$ cat src/sv/efs_pkg.sv
// Package for the Ethernet frame statistics block: field widths, codes,
// transaction payload structs and sequencer state types.
// No dependencies; the top level imports it.
`default_nettype none

package efs_pkg;

  // Default sizing, handed to the top-level parameters
  localparam int unsigned DEF_TABLE_DEPTH   = 16;
  localparam int unsigned DEF_COUNTER_WIDTH = 32;

  // Fixed field widths
  localparam int unsigned MAC_W   = 48;
  localparam int unsigned TYPE_W  = 16;
  localparam int unsigned LEN_W   = 11;
  localparam int unsigned IDX_W   = 4;
  localparam int unsigned STAT_W  = 32;
  localparam int unsigned COUNT_W = 5;

  // Group (multicast) bit: least significant bit of the first address byte
  localparam int unsigned GROUP_BIT = 40;

  // Ethertypes with their own byte counters
  localparam logic [TYPE_W-1:0] TYPE_IPV4 = 16'h0800;
  localparam logic [TYPE_W-1:0] TYPE_IPV6 = 16'h86dd;

  // Action codes of an input transaction
  localparam logic ACT_RECORD = 1'b0;
  localparam logic ACT_READ   = 1'b1;

  typedef struct packed {
    logic              action;
    logic [MAC_W-1:0]  dest_mac;
    logic [TYPE_W-1:0] ether_type;
    logic [LEN_W-1:0]  frame_bytes;
    logic [IDX_W-1:0]  entry_index;
  } in_item_t;

  typedef struct packed {
    logic               entry_valid;
    logic [TYPE_W-1:0]  entry_type;
    logic [STAT_W-1:0]  entry_frames;
    logic [STAT_W-1:0]  entry_bytes;
    logic [STAT_W-1:0]  total_frames;
    logic [STAT_W-1:0]  frames_for_me;
    logic [STAT_W-1:0]  mcast_frames;
    logic [STAT_W-1:0]  recorded_bytes;
    logic [STAT_W-1:0]  ipv4_bytes;
    logic [STAT_W-1:0]  ipv6_bytes;
    logic [COUNT_W-1:0] type_count;
    logic               table_overflow;
  } out_item_t;

  // Sequencer states
  typedef enum logic [3:0] {
    S_IDLE,
    S_GLOB,
    S_SCAN,
    S_UPD_F,
    S_UPD_B,
    S_WRITE,
    S_RD_REQ,
    S_RD_WAIT,
    S_DONE
  } efs_state_t;

  // Global counter update steps, one shared-adder pass each
  typedef enum logic [1:0] {
    G_FRAMES,
    G_BYTES,
    G_DEST,
    G_TYPE
  } glob_step_t;

endpackage

`default_nettype wire

$ cat src/sv/efs_ram.sv
// Generic single-write, single-read RAM with registered read data.
// No dependencies; holds the ethertype table entries.
`default_nettype none

module efs_ram #(
  parameter int unsigned WIDTH  = 80,
  parameter int unsigned DEPTH  = 16,
  parameter int unsigned ADDR_W = (DEPTH > 1) ? $clog2(DEPTH) : 1
) (
  input  wire logic              clk,
  input  wire logic              we,
  input  wire logic [ADDR_W-1:0] waddr,
  input  wire logic [WIDTH-1:0]  wdata,
  input  wire logic              re,
  input  wire logic [ADDR_W-1:0] raddr,
  output logic      [WIDTH-1:0]  rdata
);

  logic [WIDTH-1:0] mem [DEPTH];

  // Write port
  always_ff @(posedge clk) begin
    if (we) begin
      mem[waddr] <= wdata;
    end
  end

  // Registered read port
  always_ff @(posedge clk) begin
    if (re) begin
      rdata <= mem[raddr];
    end
  end

endmodule

`default_nettype wire

$ cat src/sv/efs_sat_add.sv
// Saturating unsigned adder shared by every counter update of the block.
// No dependencies; instantiated once in the top level.
`default_nettype none

module efs_sat_add #(
  parameter int unsigned WIDTH = 32
) (
  input  wire logic [WIDTH-1:0] a,
  input  wire logic [WIDTH-1:0] b,
  output logic      [WIDTH-1:0] sum
);

  logic [WIDTH:0] raw;

  // Add with carry out, clamp to all ones on carry
  always_comb begin
    raw = {1'b0, a} + {1'b0, b};
    sum = raw[WIDTH] ? {WIDTH{1'b1}} : raw[WIDTH-1:0];
  end

endmodule

`default_nettype wire

$ cat src/sv/ethernet_frame_statistics.sv
// Top level of the Ethernet frame statistics block: sequencer, global counters,
// ethertype table scan. Depends on efs_pkg, efs_ram and efs_sat_add.
//
//   channel | ports                        | payload          | direction
//   --------+------------------------------+------------------+----------
//   input   | in_valid, in_ready, in_data  | efs_pkg::in_item_t  | in
//   result  | out_valid, out_ready, out_data | efs_pkg::out_item_t | out
//   config  | cfg_wr_en, cfg_wr_data       | own MAC, 48 bits | in
//
// A record transaction makes four adder passes over the global counters, scans the table
// one entry per cycle through the RAM read port, then makes two adder passes and a
// write-back; a new ethertype with the table full skips these and sets the overflow flag.
// A read fetches the indexed slot or reports it empty. A new transaction is accepted
// only in the idle state. Reset is synchronous, active low, and clears
// counters, fill count and flags; a held result stalls the next one in the done state.
`default_nettype none

module ethernet_frame_statistics #(
  parameter int unsigned TABLE_DEPTH   = efs_pkg::DEF_TABLE_DEPTH,
  parameter int unsigned COUNTER_WIDTH = efs_pkg::DEF_COUNTER_WIDTH
) (
  input  wire logic                        clk,
  input  wire logic                        rst_n,
  input  wire logic                        in_valid,
  output logic                             in_ready,
  input  wire efs_pkg::in_item_t           in_data,
  output logic                             out_valid,
  input  wire logic                        out_ready,
  output efs_pkg::out_item_t               out_data,
  input  wire logic                        cfg_wr_en,
  input  wire logic [efs_pkg::MAC_W-1:0]   cfg_wr_data
);

  import efs_pkg::*;

  localparam int unsigned CW = COUNTER_WIDTH;
  localparam int unsigned AW = (TABLE_DEPTH > 1) ? $clog2(TABLE_DEPTH) : 1;
  localparam int unsigned NW = $clog2(TABLE_DEPTH + 1);
  localparam int unsigned IW = (NW > IDX_W) ? NW : IDX_W;
  localparam int unsigned EW = TYPE_W + 2 * CW;

  // Sequencer and transaction registers
  efs_state_t      state_r, state_nxt;
  glob_step_t      gstep_r, gstep_nxt;
  in_item_t        item_r, item_nxt;
  logic [MAC_W-1:0] own_mac_r;

  // Global counters
  logic [CW-1:0] frame_cnt_r, frame_cnt_nxt;
  logic [CW-1:0] mine_cnt_r, mine_cnt_nxt;
  logic [CW-1:0] group_cnt_r, group_cnt_nxt;
  logic [CW-1:0] byte_cnt_r, byte_cnt_nxt;
  logic [CW-1:0] v4_cnt_r, v4_cnt_nxt;
  logic [CW-1:0] v6_cnt_r, v6_cnt_nxt;
  logic [NW-1:0] used_r, used_nxt;
  logic          ovf_r, ovf_nxt;

  // Scan and working entry
  logic [NW-1:0]     scan_idx_r, scan_idx_nxt;
  logic              rd_vld_r, rd_vld_nxt;
  logic [AW-1:0]     cmp_idx_r, cmp_idx_nxt;
  logic [AW-1:0]     tgt_idx_r, tgt_idx_nxt;
  logic              is_new_r, is_new_nxt;
  logic              ent_vld_r, ent_vld_nxt;
  logic [TYPE_W-1:0] ent_type_r, ent_type_nxt;
  logic [CW-1:0]     ent_frames_r, ent_frames_nxt;
  logic [CW-1:0]     ent_bytes_r, ent_bytes_nxt;

  // Output register
  logic      out_valid_r, out_valid_nxt;
  out_item_t out_r, out_nxt;

  // Shared adder and table RAM
  logic [CW-1:0]     sa_a, sa_b, sa_sum;
  logic              ram_we, ram_re;
  logic [AW-1:0]     ram_raddr;
  logic [EW-1:0]     ram_wdata, ram_rdata;
  logic [TYPE_W-1:0] rd_type;
  logic [CW-1:0]     rd_frames, rd_bytes;

  // Decode
  logic          is_mine, is_group, is_v4, is_v6;
  logic          scan_more, scan_hit, scan_miss, has_room, rd_ok, done_go;
  logic [IW-1:0] idx_ext;
  logic [CW-1:0] len_ext;

  efs_sat_add #(
    .WIDTH (CW)
  ) u_sat_add (
    .a   (sa_a),
    .b   (sa_b),
    .sum (sa_sum)
  );

  efs_ram #(
    .WIDTH (EW),
    .DEPTH (TABLE_DEPTH)
  ) u_type_ram (
    .clk   (clk),
    .we    (ram_we),
    .waddr (tgt_idx_r),
    .wdata (ram_wdata),
    .re    (ram_re),
    .raddr (ram_raddr),
    .rdata (ram_rdata)
  );

  // Unpack the table entry and decode the held transaction
  assign ram_wdata = {ent_type_r, ent_frames_r, ent_bytes_r};
  assign rd_type   = ram_rdata[EW-1 -: TYPE_W];
  assign rd_frames = ram_rdata[2*CW-1 -: CW];
  assign rd_bytes  = ram_rdata[CW-1:0];

  assign is_mine   = (item_r.dest_mac == own_mac_r);
  assign is_group  = item_r.dest_mac[GROUP_BIT];
  assign is_v4     = (item_r.ether_type == TYPE_IPV4);
  assign is_v6     = (item_r.ether_type == TYPE_IPV6);
  assign len_ext   = CW'(item_r.frame_bytes);

  assign scan_more = (scan_idx_r < used_r);
  assign scan_hit  = rd_vld_r && (rd_type == item_r.ether_type);
  assign scan_miss = !rd_vld_r && !scan_more;
  assign has_room  = (used_r < NW'(TABLE_DEPTH));

  assign idx_ext   = IW'(item_r.entry_index);
  assign rd_ok     = (idx_ext < IW'(used_r)) && (idx_ext < IW'(TABLE_DEPTH));
  assign done_go   = !out_valid_r || out_ready;

  assign in_ready  = (state_r == S_IDLE);
  assign out_valid = out_valid_r;
  assign out_data  = out_r;

  // Next state
  always_comb begin
    state_nxt = state_r;
    case (state_r)
      S_IDLE: begin
        if (in_valid) begin
          state_nxt = (in_data.action == ACT_READ) ? S_RD_REQ : S_GLOB;
        end
      end
      S_GLOB: begin
        if (gstep_r == G_TYPE) begin
          state_nxt = S_SCAN;
        end
      end
      S_SCAN: begin
        if (scan_hit) begin
          state_nxt = S_UPD_F;
        end else if (scan_miss) begin
          state_nxt = has_room ? S_UPD_F : S_DONE;
        end
      end
      S_UPD_F:   state_nxt = S_UPD_B;
      S_UPD_B:   state_nxt = S_WRITE;
      S_WRITE:   state_nxt = S_DONE;
      S_RD_REQ:  state_nxt = rd_ok ? S_RD_WAIT : S_DONE;
      S_RD_WAIT: state_nxt = S_DONE;
      S_DONE: begin
        if (done_go) begin
          state_nxt = S_IDLE;
        end
      end
      default:   state_nxt = S_IDLE;
    endcase
  end

  // Datapath and outputs
  always_comb begin
    gstep_nxt      = gstep_r;
    item_nxt       = item_r;
    frame_cnt_nxt  = frame_cnt_r;
    mine_cnt_nxt   = mine_cnt_r;
    group_cnt_nxt  = group_cnt_r;
    byte_cnt_nxt   = byte_cnt_r;
    v4_cnt_nxt     = v4_cnt_r;
    v6_cnt_nxt     = v6_cnt_r;
    used_nxt       = used_r;
    ovf_nxt        = ovf_r;
    scan_idx_nxt   = scan_idx_r;
    rd_vld_nxt     = rd_vld_r;
    cmp_idx_nxt    = cmp_idx_r;
    tgt_idx_nxt    = tgt_idx_r;
    is_new_nxt     = is_new_r;
    ent_vld_nxt    = ent_vld_r;
    ent_type_nxt   = ent_type_r;
    ent_frames_nxt = ent_frames_r;
    ent_bytes_nxt  = ent_bytes_r;
    out_nxt        = out_r;
    out_valid_nxt  = out_valid_r && !out_ready;
    sa_a           = '0;
    sa_b           = '0;
    ram_we         = 1'b0;
    ram_re         = 1'b0;
    ram_raddr      = '0;

    case (state_r)
      // Capture the transaction
      S_IDLE: begin
        if (in_valid) begin
          item_nxt  = in_data;
          gstep_nxt = G_FRAMES;
        end
      end

      // Advance the global counters, one per cycle through the shared adder
      S_GLOB: begin
        case (gstep_r)
          G_FRAMES: begin
            sa_a          = frame_cnt_r;
            sa_b          = CW'(1);
            frame_cnt_nxt = sa_sum;
            gstep_nxt     = G_BYTES;
          end
          G_BYTES: begin
            sa_a         = byte_cnt_r;
            sa_b         = len_ext;
            byte_cnt_nxt = sa_sum;
            gstep_nxt    = G_DEST;
          end
          G_DEST: begin
            sa_b = CW'(1);
            if (is_mine) begin
              sa_a         = mine_cnt_r;
              mine_cnt_nxt = sa_sum;
            end else if (is_group) begin
              sa_a          = group_cnt_r;
              group_cnt_nxt = sa_sum;
            end
            gstep_nxt = G_TYPE;
          end
          G_TYPE: begin
            sa_b = len_ext;
            if (is_v4) begin
              sa_a       = v4_cnt_r;
              v4_cnt_nxt = sa_sum;
            end else if (is_v6) begin
              sa_a       = v6_cnt_r;
              v6_cnt_nxt = sa_sum;
            end
            scan_idx_nxt = '0;
            rd_vld_nxt   = 1'b0;
          end
          default: gstep_nxt = G_FRAMES;
        endcase
      end

      // Scan the table: issue one read per cycle, compare the previous one
      S_SCAN: begin
        if (scan_hit) begin
          ent_vld_nxt    = 1'b1;
          ent_type_nxt   = rd_type;
          ent_frames_nxt = rd_frames;
          ent_bytes_nxt  = rd_bytes;
          tgt_idx_nxt    = cmp_idx_r;
          is_new_nxt     = 1'b0;
        end else if (scan_miss) begin
          ent_type_nxt   = item_r.ether_type;
          ent_frames_nxt = '0;
          ent_bytes_nxt  = '0;
          if (has_room) begin
            ent_vld_nxt = 1'b1;
            tgt_idx_nxt = used_r[AW-1:0];
            is_new_nxt  = 1'b1;
          end else begin
            ent_vld_nxt = 1'b0;
            ovf_nxt     = 1'b1;
          end
        end else if (scan_more) begin
          ram_re       = 1'b1;
          ram_raddr    = scan_idx_r[AW-1:0];
          cmp_idx_nxt  = scan_idx_r[AW-1:0];
          scan_idx_nxt = scan_idx_r + 1'b1;
          rd_vld_nxt   = 1'b1;
        end else begin
          rd_vld_nxt = 1'b0;
        end
      end

      // Bump the entry counters through the shared adder
      S_UPD_F: begin
        sa_a           = ent_frames_r;
        sa_b           = CW'(1);
        ent_frames_nxt = sa_sum;
      end
      S_UPD_B: begin
        sa_a          = ent_bytes_r;
        sa_b          = len_ext;
        ent_bytes_nxt = sa_sum;
      end

      // Write back the entry, append when new
      S_WRITE: begin
        ram_we = 1'b1;
        if (is_new_r) begin
          used_nxt = used_r + 1'b1;
        end
      end

      // Read transaction: fetch the indexed slot or report it empty
      S_RD_REQ: begin
        if (rd_ok) begin
          ram_re    = 1'b1;
          ram_raddr = idx_ext[AW-1:0];
        end else begin
          ent_vld_nxt    = 1'b0;
          ent_type_nxt   = '0;
          ent_frames_nxt = '0;
          ent_bytes_nxt  = '0;
        end
      end
      S_RD_WAIT: begin
        ent_vld_nxt    = 1'b1;
        ent_type_nxt   = rd_type;
        ent_frames_nxt = rd_frames;
        ent_bytes_nxt  = rd_bytes;
      end

      // Load the result once the output register is free
      S_DONE: begin
        if (done_go) begin
          out_valid_nxt            = 1'b1;
          out_nxt.entry_valid      = ent_vld_r;
          out_nxt.entry_type       = ent_type_r;
          out_nxt.entry_frames     = STAT_W'(ent_frames_r);
          out_nxt.entry_bytes      = STAT_W'(ent_bytes_r);
          out_nxt.total_frames     = STAT_W'(frame_cnt_r);
          out_nxt.frames_for_me    = STAT_W'(mine_cnt_r);
          out_nxt.mcast_frames     = STAT_W'(group_cnt_r);
          out_nxt.recorded_bytes   = STAT_W'(byte_cnt_r);
          out_nxt.ipv4_bytes       = STAT_W'(v4_cnt_r);
          out_nxt.ipv6_bytes       = STAT_W'(v6_cnt_r);
          out_nxt.type_count       = COUNT_W'(used_r);
          out_nxt.table_overflow   = ovf_r;
        end
      end

      default: begin
        rd_vld_nxt = 1'b0;
      end
    endcase
  end

  // Control registers
  always_ff @(posedge clk) begin
    if (!rst_n) begin
      state_r     <= S_IDLE;
      gstep_r     <= G_FRAMES;
      own_mac_r   <= '0;
      frame_cnt_r <= '0;
      mine_cnt_r  <= '0;
      group_cnt_r <= '0;
      byte_cnt_r  <= '0;
      v4_cnt_r    <= '0;
      v6_cnt_r    <= '0;
      used_r      <= '0;
      ovf_r       <= 1'b0;
      rd_vld_r    <= 1'b0;
      out_valid_r <= 1'b0;
    end else begin
      state_r     <= state_nxt;
      gstep_r     <= gstep_nxt;
      if (cfg_wr_en) begin
        own_mac_r <= cfg_wr_data;
      end
      frame_cnt_r <= frame_cnt_nxt;
      mine_cnt_r  <= mine_cnt_nxt;
      group_cnt_r <= group_cnt_nxt;
      byte_cnt_r  <= byte_cnt_nxt;
      v4_cnt_r    <= v4_cnt_nxt;
      v6_cnt_r    <= v6_cnt_nxt;
      used_r      <= used_nxt;
      ovf_r       <= ovf_nxt;
      rd_vld_r    <= rd_vld_nxt;
      out_valid_r <= out_valid_nxt;
    end
  end

  // Payload registers
  always_ff @(posedge clk) begin
    item_r       <= item_nxt;
    scan_idx_r   <= scan_idx_nxt;
    cmp_idx_r    <= cmp_idx_nxt;
    tgt_idx_r    <= tgt_idx_nxt;
    is_new_r     <= is_new_nxt;
    ent_vld_r    <= ent_vld_nxt;
    ent_type_r   <= ent_type_nxt;
    ent_frames_r <= ent_frames_nxt;
    ent_bytes_r  <= ent_bytes_nxt;
    out_r        <= out_nxt;
  end

  // Fill count never passes the table depth
  a_used_bound: assert property (@(posedge clk) disable iff (!rst_n)
    used_r <= NW'(TABLE_DEPTH))
    else $error("table fill count exceeds depth");

  // Fill count moves only on a write-back
  a_used_stable: assert property (@(posedge clk) disable iff (!rst_n)
    (state_r != S_WRITE) |=> $stable(used_r))
    else $error("table fill count changed outside write-back");

  // Overflow flag is sticky
  a_ovf_sticky: assert property (@(posedge clk) disable iff (!rst_n)
    ovf_r |=> ovf_r)
    else $error("overflow flag cleared");

  // An update of an existing entry targets a filled slot
  a_hit_target: assert property (@(posedge clk) disable iff (!rst_n)
    (state_r == S_WRITE && !is_new_r) |-> (NW'(tgt_idx_r) < used_r))
    else $error("entry update beyond fill count");

  // A result appears only from the done state
  a_out_src: assert property (@(posedge clk) disable iff (!rst_n)
    $rose(out_valid_r) |-> ($past(state_r) == S_DONE))
    else $error("result raised outside done state");

endmodule

`default_nettype wire
$ cat config.mk
export PLATFORM = sky130hd
export DESIGN_NAME = ethernet_frame_statistics
export DESIGN_NICKNAME = d
export VERILOG_FILES = /design/src/sv/efs_pkg.sv /design/src/sv/efs_ram.sv /design/src/sv/efs_sat_add.sv /design/src/sv/ethernet_frame_statistics.sv
export SDC_FILE = /design/constraint.sdc
export NUM_CORES = 2
export LEC_CHECK = 0
export BUFFER_PORTS_ARGS = -buffer_cell sky130_fd_sc_hd__buf_4
export CAP_MARGIN = 15
export CORE_MARGIN = 4
export CORE_UTILIZATION = 55
export DETAILED_ROUTE_END_ITERATION = 8
export PLACE_DENSITY = 0.75
export REMOVE_ABC_BUFFERS = 1
export SYNTH_ARGS = -nofsm -noshare
export SYNTH_HDL_FRONTEND = slang
export SYNTH_SLANG_ARGS = --single-unit
$ cat constraint.sdc
create_clock -name clk -period 11.7 [get_ports clk]
set_clock_uncertainty 0.15 [all_clocks]
set_input_delay 1.17 -clock clk [delete_from_list [all_inputs] [get_ports clk]]
set_output_delay 1.17 -clock clk [all_outputs]
set_load 0.01 [all_outputs]
==> impl.org <==
** Run status
- The flow ran to the end, and the final reports show no timing, DRC or antenna violations.

** Clocking
- Buffer depth of the longest clock path :: 3
- Clock Root Buffer :: sky130_fd_sc_hd__clkbuf_16
- The number of setup buffers added after CTS is 0.
- The clock drives 2067 sinks.
- Clock tree synthesis inserted a total of 199 buffers.
- CTS resizes :: 0
- The clock tree synthesis step divided the H-tree into 4 levels.
- CTS tree :: yes
- Clock Latency Late Sink :: between 800 and 900 ps
- Clock input transition at the sequential cells of the worst setup and hold paths :: 60 ps
- Hold repair after CTS inserted 0 buffers.

** Drt
- Dividing the detail-routed wire length by the instance count gives 31.6 um.
- Detailed router's first-iteration violation count :: ~7200
- Drt drc :: 0
- Detailed-routing iteration count for the pre-antenna-repair pass :: 7
- Across all layers, the routed design uses 46700 vias.
- The count of nets left with antenna violations once routing finished came out at 0.
- Drt total wl :: between 200 and 250 mm
- Post-DR vias/cell :: 6.62

** Synth
- Count of flip-flops with a built-in enable after synthesis :: about 1800
- In this run, distinct cell masters in the synthesized netlist total 81.
- Dividing the synthesized area by the synthesized cell count gives 17.3 um^2.
- Synth Flop Type :: sky130_fd_sc_hd__edfxtp_1
- Cell type with the highest aggregate area in the netlist :: sky130_fd_sc_hd__edfxtp_1
- Async set-or-reset flop fraction in the synthesized netlist :: 0%
- For this run, the register share of the synthesized area comes to approximately 75%.
- Counting every instance in the synthesized netlist gives around 4600.
- Netlist area before placement :: 79100 um^2
- In the post-synthesis netlist, the biggest area contributors are sky130_fd_sc_hd__edfxtp_1 (69%), sky130_fd_sc_hd__mux4_2 (9.1%), sky130_fd_sc_hd__dfxtp_1 (6.4%).
- Most used standard cells in the synthesized netlist :: sky130_fd_sc_hd__edfxtp_1 (1813), sky130_fd_sc_hd__mux4_2 (320), sky130_fd_sc_hd__nand2_1 (282)
- Cell with the most instances after synthesis :: sky130_fd_sc_hd__edfxtp_1
- Number of warnings issued by yosys :: 0
- Number of storage elements in the synthesis netlist :: 2067
- Summed over its instances, the top area cell type makes up between 60% and 70% of the synthesized netlist area.

** Global route
- The initial antenna violation count came to 16.
- The first global-routing pass estimated 321 mm of wire.
- The number of global-route vias before repair came to 46400.
- Global routing finished with a remaining overflow of 0.
- Pin count of the biggest net entering global routing :: ~130
- Across every metal layer, demand over resource in global routing totals about 29%.

** STA
- Final slew viol count :: 0
- Achievable Freq :: 134 MHz
- Setup violations remaining at the end of the flow were counted as 0.
- The tightest hold path in the finished design has a slack of around 320 ps.
- After routing, the total negative slack on setup checks comes to 0 ps.
- Period utilization :: 64.0%
- Final worst path period need :: 7480 ps
- Remaining max-slew budget at the tightest pin :: ~16%
- The final number of hold-violating endpoints is 0.
- Final Worst Setup Slack :: 4220 ps
- Transition at the pin with the smallest max-transition slack :: roughly 1300 ps
- RSZ-0062 raised after global routing :: no

** Power
- Static Leak :: around 30 nW
- Dividing total power by cell area gives a power density of 195 nW/um^2.
- Overall power :: 17.8 mW
- Worst VDD drop :: around 0.12 mV

** Setup path
- The largest single stage delay on the critical path is 760 ps.
- Among all stages on the critical path, the largest delay is contributed by sky130_fd_sc_hd__nor3_1.
- Critical path startpoint category :: flip-flop
- Endpoint arrival time on the critical path :: a little under 8000 ps
- Cell-by-cell listing of the critical path :: xor2_1 > nor4_1 > nand4_1 > nor3_2 > buf_4 > nand2_1 > a21oi_1 > a221oi_1 > nor2_1 > a21oi_1 > o21ai_0 > ha_1 > a21oi_1 > o211ai_1 > o41ai_1 > o21ai_0 > nor2_1 > a21oi_1 > nand3_1 > nor4b_4 > buf_4 > nor3_1 > o21ai_0
- The number of buffers and inverters on the critical path is 2.
- Among the stages of the critical path, the cell type that occurs most often is sky130_fd_sc_hd__a21oi_1.
- Endpoint required time on the critical path :: 12110 ps
- Largest fanout on the critical path :: 20
- STA classifies the critical path endpoint as a flip-flop.
- The worst setup path is of the reg -> reg kind.
- Among cell families on the critical path, the largest total delay comes from simple AND/OR/NAND/NOR gates.

** Die
- In this run the count of I/O pins placed on the die edge is 414.
- The floorplan has 138 rows.
- DIE AREA :: ~150000 um^2
- Die X :: approximately 390 um
- Effective utilization at floorplan :: 55.6%
- The core region is 142000 um^2.
- The die is just under 400 um tall.

** Place
- Count of input and output buffers :: about 410
- Post-place setup slack :: 4390 ps
- Routability-driven placement finished with a final weighted congestion of 0.950.
- In this run the cell area measured after placement is ~85000 um^2.
- After detailed placement, the design holds a cell count of 6695.
- Total half-perimeter wirelength after legalization and detailed placement :: 132 mm

** Layout
- Number of nets in the final layout :: 5167
- The finished cells cover approximately 90000 um^2.
- Core utilization of the finished layout :: 64.0%
- Fraction of layout cells with a size suffix above 1 :: 23.2%
- Filler-free cell count of the finished design :: between 7000 and 8000
- From synthesis to final layout, the design area changed by 15.0%.

** Flow run
- Max-cap viol count :: 0

** Hold path
- The tightest min-delay check is of the reg -> reg type.
-- path summary, 6_finish.rpt --
| path | slack, ps | cells after the start | startpoint | to |
|---|---|---|---|---|
| hold reg to reg | 320 | 0 | v4_cnt_r[8]$_SDFFE_PN0P_ | out_data[46]$_DFFE_PP_ |
| setup reg to reg | 4220 | 23 | item_r[73]$_DFFE_PP_ | ent_bytes_r[18]$_DFFE_PP_ |
| setup / recovery | 4220 | 23 | item_r[73]$_DFFE_PP_ | ent_bytes_r[18]$_DFFE_PP_ |
| hold / removal | 320 | 0 | v4_cnt_r[8]$_SDFFE_PN0P_ | out_data[46]$_DFFE_PP_ |
-- report_power, final --
group	internal [mW]	leakage, nW	switching, mW
Combinational	0.632	8.22	1.33
Clock	3.53	3.11	2.72
Sequential	8.88	18.6	0.667
Total	13.0	30.0	4.72
-- state kept, by name, summed over array words and instances (netlist names), 48 cells and up --
name	cells
own_mac_r	48
u_type_ram.rdata	80
u_type_ram.mem	1280
item_r	74
out_data	279
-- worst register-to-register path: cells and delay by family (launching register included) --
kind	cells	cell delay (ps)
adder cells (fa/ha/maj)	1	310
AO/OA/AOI/OAI	10	2040
XOR/XNOR	1	150
flip-flops	1	380
AND/OR/NAND/NOR	9	3480
buffers and inverters	2	700
-- logic make-up (layout without fill, tap and decap cells) --
family | after synthesis | in the layout | synth area share, %
fa+ha+maj | 26 | 26 | 0.418
xor+xnor | 87 | 87 | 0.973
simple gates | 721 | 721 | 4.37
compound gates | 899 | 899 | 7.18
flops | 2067 | 2067 | 75.3
buf+inv | 391 | 991 | 1.91
other cells | 0 | 4 | 0
mux | 379 | 379 | 9.87
-- per-layer routing --
| layer | up-vias | track usage (%) | routed length [um] |
|---|---|---|---|
| met4 | 16 | 12.9 | 10900 |
| met1 | 23500 | 40.2 | 79900 |
| li1 | 19100 | - | - |
| met5 | - | 0 | 103 |
| met2 | 3549 | 44.1 | 101000 |
| met3 | 618 | 9.05 | 31400 |
-- placed cells by master, fill, tap and decap left out, types with 104 or more instances in the layout --
cell type / count
sky130_fd_sc_hd__mux4_2: 320
sky130_fd_sc_hd__inv_1: 112
sky130_fd_sc_hd__a22oi_1: 104
sky130_fd_sc_hd__buf_4: 508
sky130_fd_sc_hd__nand2_1: 282
sky130_fd_sc_hd__o21ai_0: 249
sky130_fd_sc_hd__nor2_1: 137
sky130_fd_sc_hd__dfxtp_1: 254
sky130_fd_sc_hd__edfxtp_1: 1813
sky130_fd_sc_hd__a21oi_1: 215
sky130_fd_sc_hd__clkbuf_16: 205
-- cell type report --
| class | instances | area [um^2] |
|---|---|---|
| well taps | 1890 | 2360 |
| multi-input cells | 2112 | 18400 |
| flip-flops and latches | 2067 | 59500 |
| repair buffers | 514 | 3910 |
| clock buffers | 283 | 5630 |
| inverters | 115 | 432 |
| diodes | 4 | 10.0 |
| fillers | 9538 | 51100 |
| clock inverters | 79 | 729 |
(Power assumes the default switching activity.)
